### src/rtl/pohtrk_pkg.sv
// Shared types and constants for the PIR occupancy hold tracker.
// Used by pohtrk_cfg, pohtrk_core and pir_occupancy_hold_tracker.
`default_nettype none

package pohtrk_pkg;

    // Register field widths
    localparam int HOLD_W   = 26;
    localparam int IVL_W    = 27;
    localparam int RUN_W    = 4;
    localparam int CFG_W    = 27;
    localparam int CFG_IDX_W = 3;

    // Register indexes
    localparam logic [CFG_IDX_W-1:0] REG_HOLD     = 3'd0;
    localparam logic [CFG_IDX_W-1:0] REG_REPORT   = 3'd1;
    localparam logic [CFG_IDX_W-1:0] REG_RESCAN   = 3'd2;
    localparam logic [CFG_IDX_W-1:0] REG_RUN_LEN  = 3'd3;
    localparam logic [CFG_IDX_W-1:0] REG_PRECONF  = 3'd4;

    // Register reset values
    localparam logic [HOLD_W-1:0] HOLD_RESET    = 26'd60000;
    localparam logic [IVL_W-1:0]  REPORT_RESET  = 27'd1000;
    localparam logic [IVL_W-1:0]  RESCAN_RESET  = 27'd30000;
    localparam logic [RUN_W-1:0]  RUN_LEN_RESET = 4'd3;
    localparam logic              PRECONF_RESET = 1'b0;

    // Saturation point of the high-level run counter
    localparam logic [RUN_W-1:0] RUN_MAX = 4'd15;

    typedef struct packed {
        logic [HOLD_W-1:0] hold_ms;
        logic [IVL_W-1:0]  report_ivl;
        logic [IVL_W-1:0]  rescan_ivl;
        logic [RUN_W-1:0]  run_len;
        logic              preconf;
    } cfg_t;

    // Write strobe for the preconfirm register, seen by the tracker state
    typedef struct packed {
        logic load;
        logic value;
    } preconf_wr_t;

    typedef struct packed {
        logic occupied;
        logic occupancy_changed;
        logic motion_now;
        logic sensor_confirmed;
        logic confirm_event;
        logic report_due;
        logic rescan_due;
    } result_t;

endpackage

`default_nettype wire

### src/rtl/pir_occupancy_hold_tracker.sv
// Top level of the PIR occupancy hold tracker: input and result registers
// around the tracker core. Depends on pohtrk_pkg, pohtrk_cfg, pohtrk_core.
//
// Usage:
//   Input channel (in_valid / in_stall) carries one poll per item:
//   now_ms, a free-running millisecond stamp, and pir_level.
//   Output channel (out_valid / out_stall) returns exactly one result per
//   poll: occupancy, its change flag, motion, confirmation and the report
//   and rescan due flags.
//   An accepted poll waits in the input register; its result is then
//   registered and shown on out_valid. Throughput: one poll per cycle while
//   out_stall is low, set by the single input register feeding the tracker state update.
//   Configuration: cfg_wr_en / cfg_index / cfg_data write one register per
//   cycle, no read-back; write only while no poll is in flight. Writing the
//   preconfirm register before the first poll also sets the confirmed state.
//   Reset: rst_n clears both stages and loads register defaults (hold 60 s,
//   report 1 s, rescan 30 s, run length 3, not preconfirmed).
//   Stall: while out_stall holds a result, one more poll is taken into the
//   input register; after that in_stall rises until the result is taken.
`default_nettype none

module pir_occupancy_hold_tracker #(
    parameter int TIME_WIDTH = 32
) (
    input  wire logic                             clk,
    input  wire logic                             rst_n,
    input  wire logic                             cfg_wr_en,
    input  wire logic [pohtrk_pkg::CFG_IDX_W-1:0] cfg_index,
    input  wire logic [pohtrk_pkg::CFG_W-1:0]     cfg_data,
    input  wire logic                             in_valid,
    output      logic                             in_stall,
    input  wire logic [31:0]                      now_ms,
    input  wire logic                             pir_level,
    output      logic                             out_valid,
    input  wire logic                             out_stall,
    output      logic                             occupied,
    output      logic                             occupancy_changed,
    output      logic                             motion_now,
    output      logic                             sensor_confirmed,
    output      logic                             confirm_event,
    output      logic                             report_due,
    output      logic                             rescan_due
);
    import pohtrk_pkg::*;

    cfg_t        cfg;
    preconf_wr_t preconf_wr;
    result_t     result;
    result_t     res_reg;

    logic                  in_vld_reg, in_vld_next;
    logic [TIME_WIDTH-1:0] now_reg;
    logic                  pir_reg;
    logic                  out_vld_reg, out_vld_next;
    logic                  accept;
    logic                  advance;

    pohtrk_cfg u_cfg (
        .clk        (clk),
        .rst_n      (rst_n),
        .cfg_wr_en  (cfg_wr_en),
        .cfg_index  (cfg_index),
        .cfg_data   (cfg_data),
        .cfg        (cfg),
        .preconf_wr (preconf_wr)
    );

    pohtrk_core #(
        .TIME_WIDTH (TIME_WIDTH)
    ) u_core (
        .clk        (clk),
        .rst_n      (rst_n),
        .cfg        (cfg),
        .preconf_wr (preconf_wr),
        .step       (advance),
        .now        (now_reg),
        .pir_level  (pir_reg),
        .result     (result)
    );

    // Handshake: move the held item on whenever the result slot frees up
    assign advance      = in_vld_reg && (!out_vld_reg || !out_stall);
    assign in_stall     = in_vld_reg && !advance;
    assign accept       = in_valid && !in_stall;
    assign in_vld_next  = accept || (in_vld_reg && !advance);
    assign out_vld_next = advance || (out_vld_reg && out_stall);

    // Hold valid bits of both stages
    always_ff @(posedge clk or negedge rst_n)
    begin
        if (!rst_n)
        begin
            in_vld_reg  <= 1'b0;
            out_vld_reg <= 1'b0;
        end
        else
        begin
            in_vld_reg  <= in_vld_next;
            out_vld_reg <= out_vld_next;
        end
    end

    // Capture the incoming item
    always_ff @(posedge clk)
    begin
        if (accept)
        begin
            now_reg <= TIME_WIDTH'(now_ms);
            pir_reg <= pir_level;
        end
    end

    // Capture the result of the item being processed
    always_ff @(posedge clk)
    begin
        if (advance)
            res_reg <= result;
    end

    assign out_valid         = out_vld_reg;
    assign occupied          = res_reg.occupied;
    assign occupancy_changed = res_reg.occupancy_changed;
    assign motion_now        = res_reg.motion_now;
    assign sensor_confirmed  = res_reg.sensor_confirmed;
    assign confirm_event     = res_reg.confirm_event;
    assign report_due        = res_reg.report_due;
    assign rescan_due        = res_reg.rescan_due;

    // Occupancy requires a confirmed sensor
    a_occ_confirmed: assert property (@(posedge clk) disable iff (!rst_n)
        out_vld_reg && res_reg.occupied |-> res_reg.sensor_confirmed)
        else $error("occupied without confirmed sensor");

    // Fresh motion always lies within the hold window
    a_motion_occ: assert property (@(posedge clk) disable iff (!rst_n)
        out_vld_reg && res_reg.motion_now |-> res_reg.occupied)
        else $error("motion without occupancy");

    // A confirm event leaves the sensor confirmed
    a_confirm_evt: assert property (@(posedge clk) disable iff (!rst_n)
        out_vld_reg && res_reg.confirm_event |-> res_reg.sensor_confirmed)
        else $error("confirm event without confirmation");

    // A held item that cannot move stays held
    a_in_hold: assert property (@(posedge clk) disable iff (!rst_n)
        in_vld_reg && !advance |=> in_vld_reg)
        else $error("input item lost while blocked");

endmodule

`default_nettype wire

### src/rtl/pohtrk_cfg.sv
// Configuration register file of the PIR occupancy hold tracker.
// Depends on pohtrk_pkg for widths, indexes and reset values.
`default_nettype none

module pohtrk_cfg (
    input  wire logic                             clk,
    input  wire logic                             rst_n,
    input  wire logic                             cfg_wr_en,
    input  wire logic [pohtrk_pkg::CFG_IDX_W-1:0] cfg_index,
    input  wire logic [pohtrk_pkg::CFG_W-1:0]     cfg_data,
    output pohtrk_pkg::cfg_t                      cfg,
    output pohtrk_pkg::preconf_wr_t               preconf_wr
);
    import pohtrk_pkg::*;

    cfg_t cfg_reg;

    // Write the addressed register; unknown indexes fall through
    always_ff @(posedge clk or negedge rst_n)
    begin
        if (!rst_n)
        begin
            cfg_reg.hold_ms    <= HOLD_RESET;
            cfg_reg.report_ivl <= REPORT_RESET;
            cfg_reg.rescan_ivl <= RESCAN_RESET;
            cfg_reg.run_len    <= RUN_LEN_RESET;
            cfg_reg.preconf    <= PRECONF_RESET;
        end
        else if (cfg_wr_en)
        begin
            case (cfg_index)
                REG_HOLD:    cfg_reg.hold_ms    <= cfg_data[HOLD_W-1:0];
                REG_REPORT:  cfg_reg.report_ivl <= cfg_data[IVL_W-1:0];
                REG_RESCAN:  cfg_reg.rescan_ivl <= cfg_data[IVL_W-1:0];
                REG_RUN_LEN: cfg_reg.run_len    <= cfg_data[RUN_W-1:0];
                REG_PRECONF: cfg_reg.preconf    <= cfg_data[0];
                default:     ;
            endcase
        end
    end

    assign cfg = cfg_reg;

    // Let the tracker pick up a preconfirm write before the first poll
    assign preconf_wr.load  = cfg_wr_en && (cfg_index == REG_PRECONF);
    assign preconf_wr.value = cfg_data[0];

endmodule

`default_nettype wire

### src/rtl/pohtrk_core.sv
// Tracker state and per-poll update logic: confirmation run, motion
// hold timer and wrap-safe report/rescan deadlines. Depends on pohtrk_pkg.
`default_nettype none

module pohtrk_core #(
    parameter int TIME_WIDTH = 32
) (
    input  wire logic                    clk,
    input  wire logic                    rst_n,
    input  wire pohtrk_pkg::cfg_t        cfg,
    input  wire pohtrk_pkg::preconf_wr_t preconf_wr,
    input  wire logic                    step,
    input  wire logic [TIME_WIDTH-1:0]   now,
    input  wire logic                    pir_level,
    output pohtrk_pkg::result_t          result
);
    import pohtrk_pkg::*;

    // Compare width that holds both a time and the hold register
    localparam int CMP_W = (TIME_WIDTH > HOLD_W) ? TIME_WIDTH : HOLD_W;

    logic                  confirmed_reg, confirmed_next;
    logic [RUN_W-1:0]      run_reg, run_next;
    logic [TIME_WIDTH-1:0] last_motion_reg, last_motion_next;
    logic                  seen_reg, seen_next;
    logic                  occ_prev_reg;
    logic [TIME_WIDTH-1:0] report_reg, report_next;
    logic [TIME_WIDTH-1:0] rescan_reg, rescan_next;
    logic                  started_reg;

    logic [TIME_WIDTH-1:0] report_dl;
    logic [TIME_WIDTH-1:0] rescan_dl;
    logic [TIME_WIDTH-1:0] report_diff;
    logic [TIME_WIDTH-1:0] rescan_diff;
    logic [TIME_WIDTH-1:0] elapsed;
    logic [RUN_W-1:0]      run_upd;
    logic                  motion;
    logic                  occ;
    logic                  rep_due;
    logic                  res_due;

    // Seed deadlines on the first poll
    assign report_dl = started_reg ? report_reg : now;
    assign rescan_dl = started_reg ? rescan_reg
                                   : now + TIME_WIDTH'(cfg.rescan_ivl);

    // Count consecutive high polls, saturating
    always_comb
    begin
        if (pir_level)
            run_upd = (run_reg == RUN_MAX) ? run_reg : run_reg + 1'b1;
        else
            run_upd = '0;
    end

    assign run_next       = confirmed_reg ? run_reg : run_upd;
    assign confirmed_next = confirmed_reg || (run_upd >= cfg.run_len);

    // Record motion time once the sensor is confirmed
    assign motion           = confirmed_next && pir_level;
    assign last_motion_next = motion ? now : last_motion_reg;
    assign seen_next        = seen_reg || motion;

    // Hold occupancy while the elapsed time stays within the hold window
    assign elapsed = now - last_motion_next;
    assign occ     = confirmed_next && seen_next &&
                     (CMP_W'(elapsed) <= CMP_W'(cfg.hold_ms));

    // Wrap-safe deadline compares: due when now - deadline is non-negative
    assign report_diff = now - report_dl;
    assign rescan_diff = now - rescan_dl;
    assign rep_due     = !report_diff[TIME_WIDTH-1];
    assign res_due     = !rescan_diff[TIME_WIDTH-1];
    assign report_next = rep_due ? now + TIME_WIDTH'(cfg.report_ivl) : report_dl;
    assign rescan_next = res_due ? now + TIME_WIDTH'(cfg.rescan_ivl) : rescan_dl;

    assign result.occupied          = occ;
    assign result.occupancy_changed = occ ^ occ_prev_reg;
    assign result.motion_now        = motion;
    assign result.sensor_confirmed  = confirmed_next;
    assign result.confirm_event     = confirmed_next && !confirmed_reg;
    assign result.report_due        = rep_due;
    assign result.rescan_due        = res_due;

    // Advance tracker state once per processed poll; a preconfirm write before the first poll sets the confirmed state
    always_ff @(posedge clk or negedge rst_n)
    begin
        if (!rst_n)
        begin
            confirmed_reg   <= PRECONF_RESET;
            run_reg         <= '0;
            last_motion_reg <= '0;
            seen_reg        <= 1'b0;
            occ_prev_reg    <= 1'b0;
            report_reg      <= '0;
            rescan_reg      <= '0;
            started_reg     <= 1'b0;
        end
        else if (step)
        begin
            confirmed_reg   <= confirmed_next;
            run_reg         <= run_next;
            last_motion_reg <= last_motion_next;
            seen_reg        <= seen_next;
            occ_prev_reg    <= occ;
            report_reg      <= report_next;
            rescan_reg      <= rescan_next;
            started_reg     <= 1'b1;
        end
        else if (preconf_wr.load && !started_reg)
        begin
            confirmed_reg <= preconf_wr.value;
        end
    end

endmodule

`default_nettype wire
### config.mk
export PLATFORM = sky130hd
export DESIGN_NAME = pir_occupancy_hold_tracker
export DESIGN_NICKNAME = d
export VERILOG_FILES = /design/src/rtl/pohtrk_pkg.sv /design/src/rtl/pir_occupancy_hold_tracker.sv /design/src/rtl/pohtrk_cfg.sv /design/src/rtl/pohtrk_core.sv
export SDC_FILE = /design/constraint.sdc
export NUM_CORES = 1
export LEC_CHECK = 0
export BUFFER_PORTS_ARGS = -buffer_cell sky130_fd_sc_hd__buf_2
export CAP_MARGIN = 10
export CORE_MARGIN = 2
export CORE_UTILIZATION = 30
export CTS_BUF_LIST = sky130_fd_sc_hd__clkbuf_8
export DETAILED_ROUTE_END_ITERATION = 12
export GPL_TIMING_DRIVEN = 1
export PLACE_DENSITY = 0.52
export SLEW_MARGIN = 20
export SYNTH_ARGS = -nofsm -noshare
export SYNTH_HDL_FRONTEND = slang
export SYNTH_SLANG_ARGS = --single-unit
### constraint.sdc
create_clock -name clk -period 6.5 [get_ports clk]
set_clock_uncertainty 0.2 [all_clocks]
set_input_delay 0.65 -clock clk [delete_from_list [all_inputs] [get_ports clk]]
set_output_delay 0.65 -clock clk [all_outputs]
set_load 0.02 [all_outputs]
# --- Yosys cells after proc, flatten, opt, wreduce, memory -nomap -nowiden ---
# Cells that the tools add are included.
# Widths: inputs -> output; s select.
word_totals:
  out_inout_bits: 9
  register_bits: 230
  input_bits: 68
  word_cells: 77
op_classes:
  muxes: 9
  bitwise: 2
  order_cmp: 2
  n_reduce_logical: 30
  eq_ne: 5
  n_addsub: 6
op_table:
  columns: ["cell", "count"]
  rows:
  - ["$mux 32", 5]
  - ["$sub 32x32->32", 3]
  - ["$add 32x27->32", 2]
  - ["$le 32x26->1", 1]
  - ["$logic_and 1x1->1", 10]
  - ["$reduce_and 2->1", 5]
  - ["$logic_not 1->1", 8]
  - ["$mux 4", 2]
  - ["$eq 3x2->1 const B", 2]
  - ["$logic_or 1x1->1", 5]
  - ["$add 4x1->4 const B", 1]
  - ["$eq 4x4->1 const B", 1]
  - ["$ge 4x4->1", 1]
  - ["$eq 3x1->1 const B", 1]
  - ["$eq 3x3->1 const B", 1]
  - ["$logic_not 3->1", 1]
  - ["$mux 1", 2]
  - ["$reduce_bool 2->1", 1]
  - ["$not 1->1", 1]
  - ["$xor 1x1->1", 1]

# --- Depth between registers and ports, before layout ---
depth:
  depth_word: 11
  ltp_mapped: 32
  depth_no_buf: 31

# --- Hierarchy ---
# Synthesis repeated with hierarchy kept, for this count alone.
unflattened:
  hier_cells: 1631
  hier_area_um2: 16583.4
modules_own_cells:
  columns: ["mod", "seq_area_each_um2", "n_inst", "cells_each", "area_each_um2"]
  rows:
  - ["pohtrk_core", 2602.5, 1, 1399, 12030.3]
  - ["pohtrk_cfg", 2154.6, 1, 184, 3259.4]
  - ["pir_occupancy_hold_tracker", 1251.2, 1, 48, 1293.7]

# --- Least setup slack after synthesis ---
# No wires, ideal clock.
synth_path:
  path_type: "flip-flop to flip-flop"
  startpoint: "reg u_core.run_reg[0]"
  endpoint: "reg res_reg, in the netlist occupancy_changed, data pin"
  setup_time_ps: 266
  path_buffers: 2
  arrival_ps: 6511
  synth_period_minus_slack_ps: 6977
  t_required_ps: 6034
  stages_incl_launch_ff: 32
  slack_ps: -477
  path_cell_list: "dfrtp_1 > ha_1 > nand3_1 > xor2_1 > nand2_1 > ha_1 > nand2b_1 > a21o_1 > a2111o_1 > nand2_1 > clkbuf_1 > mux2i_1 > ha_1 > clkbuf_1 > a211oi_1 > a21oi_1 > nor4_1 > a211oi_1 > o21ai_0 > nand2b_1 > a21oi_1 > xnor2_1 > ha_1 > a21oi_1 > nor2_1 > a2111oi_0 > a21oi_1 > a211o_1 > a211oi_1 > o2111ai_1 > nor3_2 > xor2_1"
synth_lines:
  columns: ["element", "line_no", "rtl"]
  rows:
  - ["from (decl)", "pohtrk_core.sv:23", "logic [RUN_W-1:0] run_reg, run_next;"]
  - ["from (signal assigned)", "pohtrk_core.sv:102", "run_reg <= run_next;"]
  - ["to (signal assigned)", "pir_occupancy_hold_tracker.sv:117", "res_reg <= result;"]
  - ["to (decl)", "pir_occupancy_hold_tracker.sv:49", "result_t res_reg;"]

==> out/results.txt <==
Largest vdd supply drop: 0.0001536 V. Sequential elements use 36.33% of the synthesized area. The count of input and output buffers is 76. The maximum root-to-sink buffer count is 3, and the data arrival time at the worst-slack endpoint is 6690 ps.

Summing every instance area after synthesis gives 16,470 um^2. For this configuration, the core starts out at a cell density of 30.48%. The number of different library cells used by synthesis comes to 80. Detailed routing inserted a total of 13,600 vias.

The synthesized net count was 1,888; the fraction of layout instances using a drive strength above 1 was 28.40%. The flip-flop count of the largest register, all copies and words added is 84. At the end of the flow the core is filled with cells to 38.45%. Counting every sink on the clock net gives 230.

The mean instance size in the synthesized netlist is 10.03 um^2, and the number of primary I/O pins is 77. The kind of end point of the critical path is a register. The total count of hold-check failures in the final report is 0. The number of instances on the worst hold path came out at 1. Summed over all layers, the global routing overflow is 0.

Measured in cells, the most critical reg-to-reg path has a length of 30. Dividing the detail-routed wire length by the instance count gives 18.74 um. Measured along the x axis, the die boundary spans 238.3 um. The tools report the worst path setup slack after routing as -31.02 ps. The total CTS buffers is 47. The run finished, with violations left.

The worst-path maximum fanout was 6. TritonCTS built the clock tree. The final critical path takes up 100.5% of the cycle. In this run the cell area measured after placement is 18,840 um^2. STA classifies the critical path startpoint as a register. Power spread over the standard cell area amounts to 363.6 nW/um^2. Cell with the most instances on the worst path: buf_4. Counting flops and latches in the post-synthesis netlist gives 230. The number of global-route vias before repair is 13,770. The count of pins over their slew limit was 0. In this run the standard cell core region covers 54,030 um^2.

Setup repair after global routing could not meet its margin everywhere. The register-to-register setup slack came out at -30 ps. The floorplan step set the die height to 238.3 um. In this run the tightest slew margin relative to its limit is 40.43%. The final reports fail on setup timing. For this run, the total global-route usage over all layers was measured as 17.52%. Among all flip-flop cells after synthesis, the most frequent one is dfrtp_1. Number of cell rows: 85. Summed over all cells, the static leakage comes to 9.600 nW. Subtracting the final worst setup slack from the clock period gives 6531 ps. At the end of the flow, the number of nets in the layout was 2,169.

CTS placed an instance of clkbuf_8 at the clock tree root. In this run, the number of DRC markers left after iteration 0 of detailed routing was 805. The slew at the pin closest to its max-slew limit was 893.5 ps. Counting flops with a built-in enable in the synthesized netlist gives 40. The initial antenna violation count came out at 1.

Worst hold-check slack: 50.39 ps. Class of the tightest hold or removal check: input pin to register. Once layout is done, the placed cells without fillers occupy 20,770 um^2. Clock transition at the register clock pins on the worst setup and hold paths after CTS: 60 ps. In this run the critical register-to-register path is launched from u_core.run_reg[0]$_DFFE_PN0P_. The number of antenna diodes was 0.

The slowest library cell on the worst path is a2111o_1. The cell count after placement is 2,521. Compared with the post-synthesis result, the final layout area differs by 26.15%.

During synthesis, Yosys emitted a total of 0 warnings. The logs give 2,657 for the non-filler instance count after layout and 0.8390 for the weighted congestion at the end of routability-driven global placement. Final setup violation count: 1. OpenSTA, run right after detailed placement, puts the worst setup slack at -332.7 ps. For the final HPWL from detailed placement, the log shows 37.08 mm. Data on the critical path is required at its endpoint by 6650 ps. For this run, the top clock speed supported by timing is 153.1 MHz. The detail route stage leaves a number of antenna-violating nets equal to 0.

The top cell types in the final layout, fill and taps aside, are buf_4, ha_1, dfrtp_1, nor2_1, o21ai_0. The tools report the full die area as 56,780 um^2. The count of H-tree levels built during CTS is 2.

The critical path is of the register to register type. The end of the worst register-to-register path was occupancy_changed$_DFFE_PP_. The first global-routing pass estimated 78.14 mm of wire.

The later-pin clock latency in the skew report is 630 ps. The final layout contains routed wiring with a total length of 49.80 mm. The largest single stage delay on the critical path is 460 ps. Across the run, the number of max-cap violations was 0. Entering global routing, the biggest net connects 141 pins.

The tools report the gate count after technology mapping as 1,641. For this run, asynchronously set or reset flops after synthesis account for 82.61%. Before antenna repair, the detailed router went through 5 iterations. The worst min-delay path startpoint was now_ms[1]. Using the TritonRoute via totals, the vias-per-cell ratio works out to 5.119.

Leaving out fill and tap cells, the most frequent cell in the layout is buf_4. After detailed routing, the number of remaining DRC violations is 0. For hold timing, the worst endpoint is now_reg[1]$_DFFE_PP_.
==> repair_timing <==
action                                  in CTS  in global routing
cloned                                       0                  1
pin swaps                                    9                 43
hold buffers                                32                  0
endpoints found under the hold margin       77                  0
resized for setup                           19                 58
endpoints found under the setup margin      33                 35
setup buffers                                3                 13
==> Yosys cell counts, types with 22 or more instances <==
cell type	count	share of area (%)
a211oi_1	31	1.4
a21o_1	65	3.0
a21oi_1	99	3.0
clkbuf_1	49	1.1
dfrtp_1	168	26
dfstp_2	22	3.5
edfxtp_1	40	7.3
ha_1	176	13
inv_1	71	1.6
mux2_2	95	6.5
mux2_4	28	2.6
mux2i_1	97	5.9
nand2_1	100	2.3
nand2b_1	23	0.87
nand3_1	29	0.88
nand4_1	23	0.87
nor2_1	115	2.6
nor3_1	22	0.67
o21ai_0	105	3.2
xnor2_1	41	2.2
xor2_1	34	1.8
==> layer usage <==
layer | track usage, % | vias to the layer above | wire length (um)
li1 | - | 6646 | -
met1 | 24.22 | 6644 | 23930
met2 | 28.62 | 237 | 23010
met3 | 2.730 | 72 | 1911
met4 | 4.299 | 2 | 930
met5 | 0 | - | 13
==> kinds of logic (layout without fill, tap and decap cells) <==
group | count (synthesis) | count (layout) | share of synthesized area, %
and+or+nand+nor | 378 | 378 | 10.98
adders and majority gates | 179 | 179 | 13.74
xor gates and xnor gates | 75 | 75 | 3.989
muxes | 220 | 220 | 14.95
DFF | 230 | 230 | 36.33
AOI/OAI and AO/OA | 426 | 426 | 16.81
buffers and inverters | 133 | 453 | 3.199
==> metrics by stage <==
step | TNS, ps | power, mW
after floorplan | 0 | 4.466
after global placement | -2589 | 5.506
after detailed placement | -1886 | 5.581
after CTS | -0.7145 | 7.474
after global routing | -932.3 | 8.133
final | -31.02 | 7.552
==> final cells by class <==
type | count | area, um^2
Inverter | 73 | 274.0
Sequential cell | 230 | 5984
Clock inverter | 18 | 170.2
Tap cell | 696 | 870.8
Multi-Input combinational cell | 1278 | 10340
Clock buffer | 70 | 963.4
Timing Repair Buffer | 292 | 2173
Fill cell | 5334 | 33250
==> worst max path at each step <==
stage	from	to	slack (ps)	depth (start not counted)
after floorplan	u_core.run_reg[0]$_DFFE_PN0P_	occupancy_changed$_DFFE_PP_	30	31
after global placement	u_core.run_reg[0]$_DFFE_PN0P_	occupancy_changed$_DFFE_PP_	-300	32
after detailed placement	u_core.run_reg[0]$_DFFE_PN0P_	occupancy_changed$_DFFE_PP_	-330	32
after CTS	u_core.run_reg[0]$_DFFE_PN0P_	occupancy_changed$_DFFE_PP_	-0.7	31
after global routing	u_core.run_reg[0]$_DFFE_PN0P_	occupancy_changed$_DFFE_PP_	-380	32
final	u_core.run_reg[0]$_DFFE_PN0P_	occupancy_changed$_DFFE_PP_	-30	30
==> critical path: cells and delay by family, from the launching register on <==
family,cells,cell delay (ps)
simple gates,10,1820
compound gates,10,1910
fa+ha+maj,4,1010
flops,1,410
xor+xnor,3,490
buf+inv,3,430
==> where the power goes <==
part	leakage, nW	internal (mW)	switching (mW)	total [mW]
Sequential	2.61	1.89	0.207	2.09
Clock	0.618	1.07	0.716	1.78
Combinational	6.38	1.73	1.95	3.67
Power figures use the tool's default switching activity.
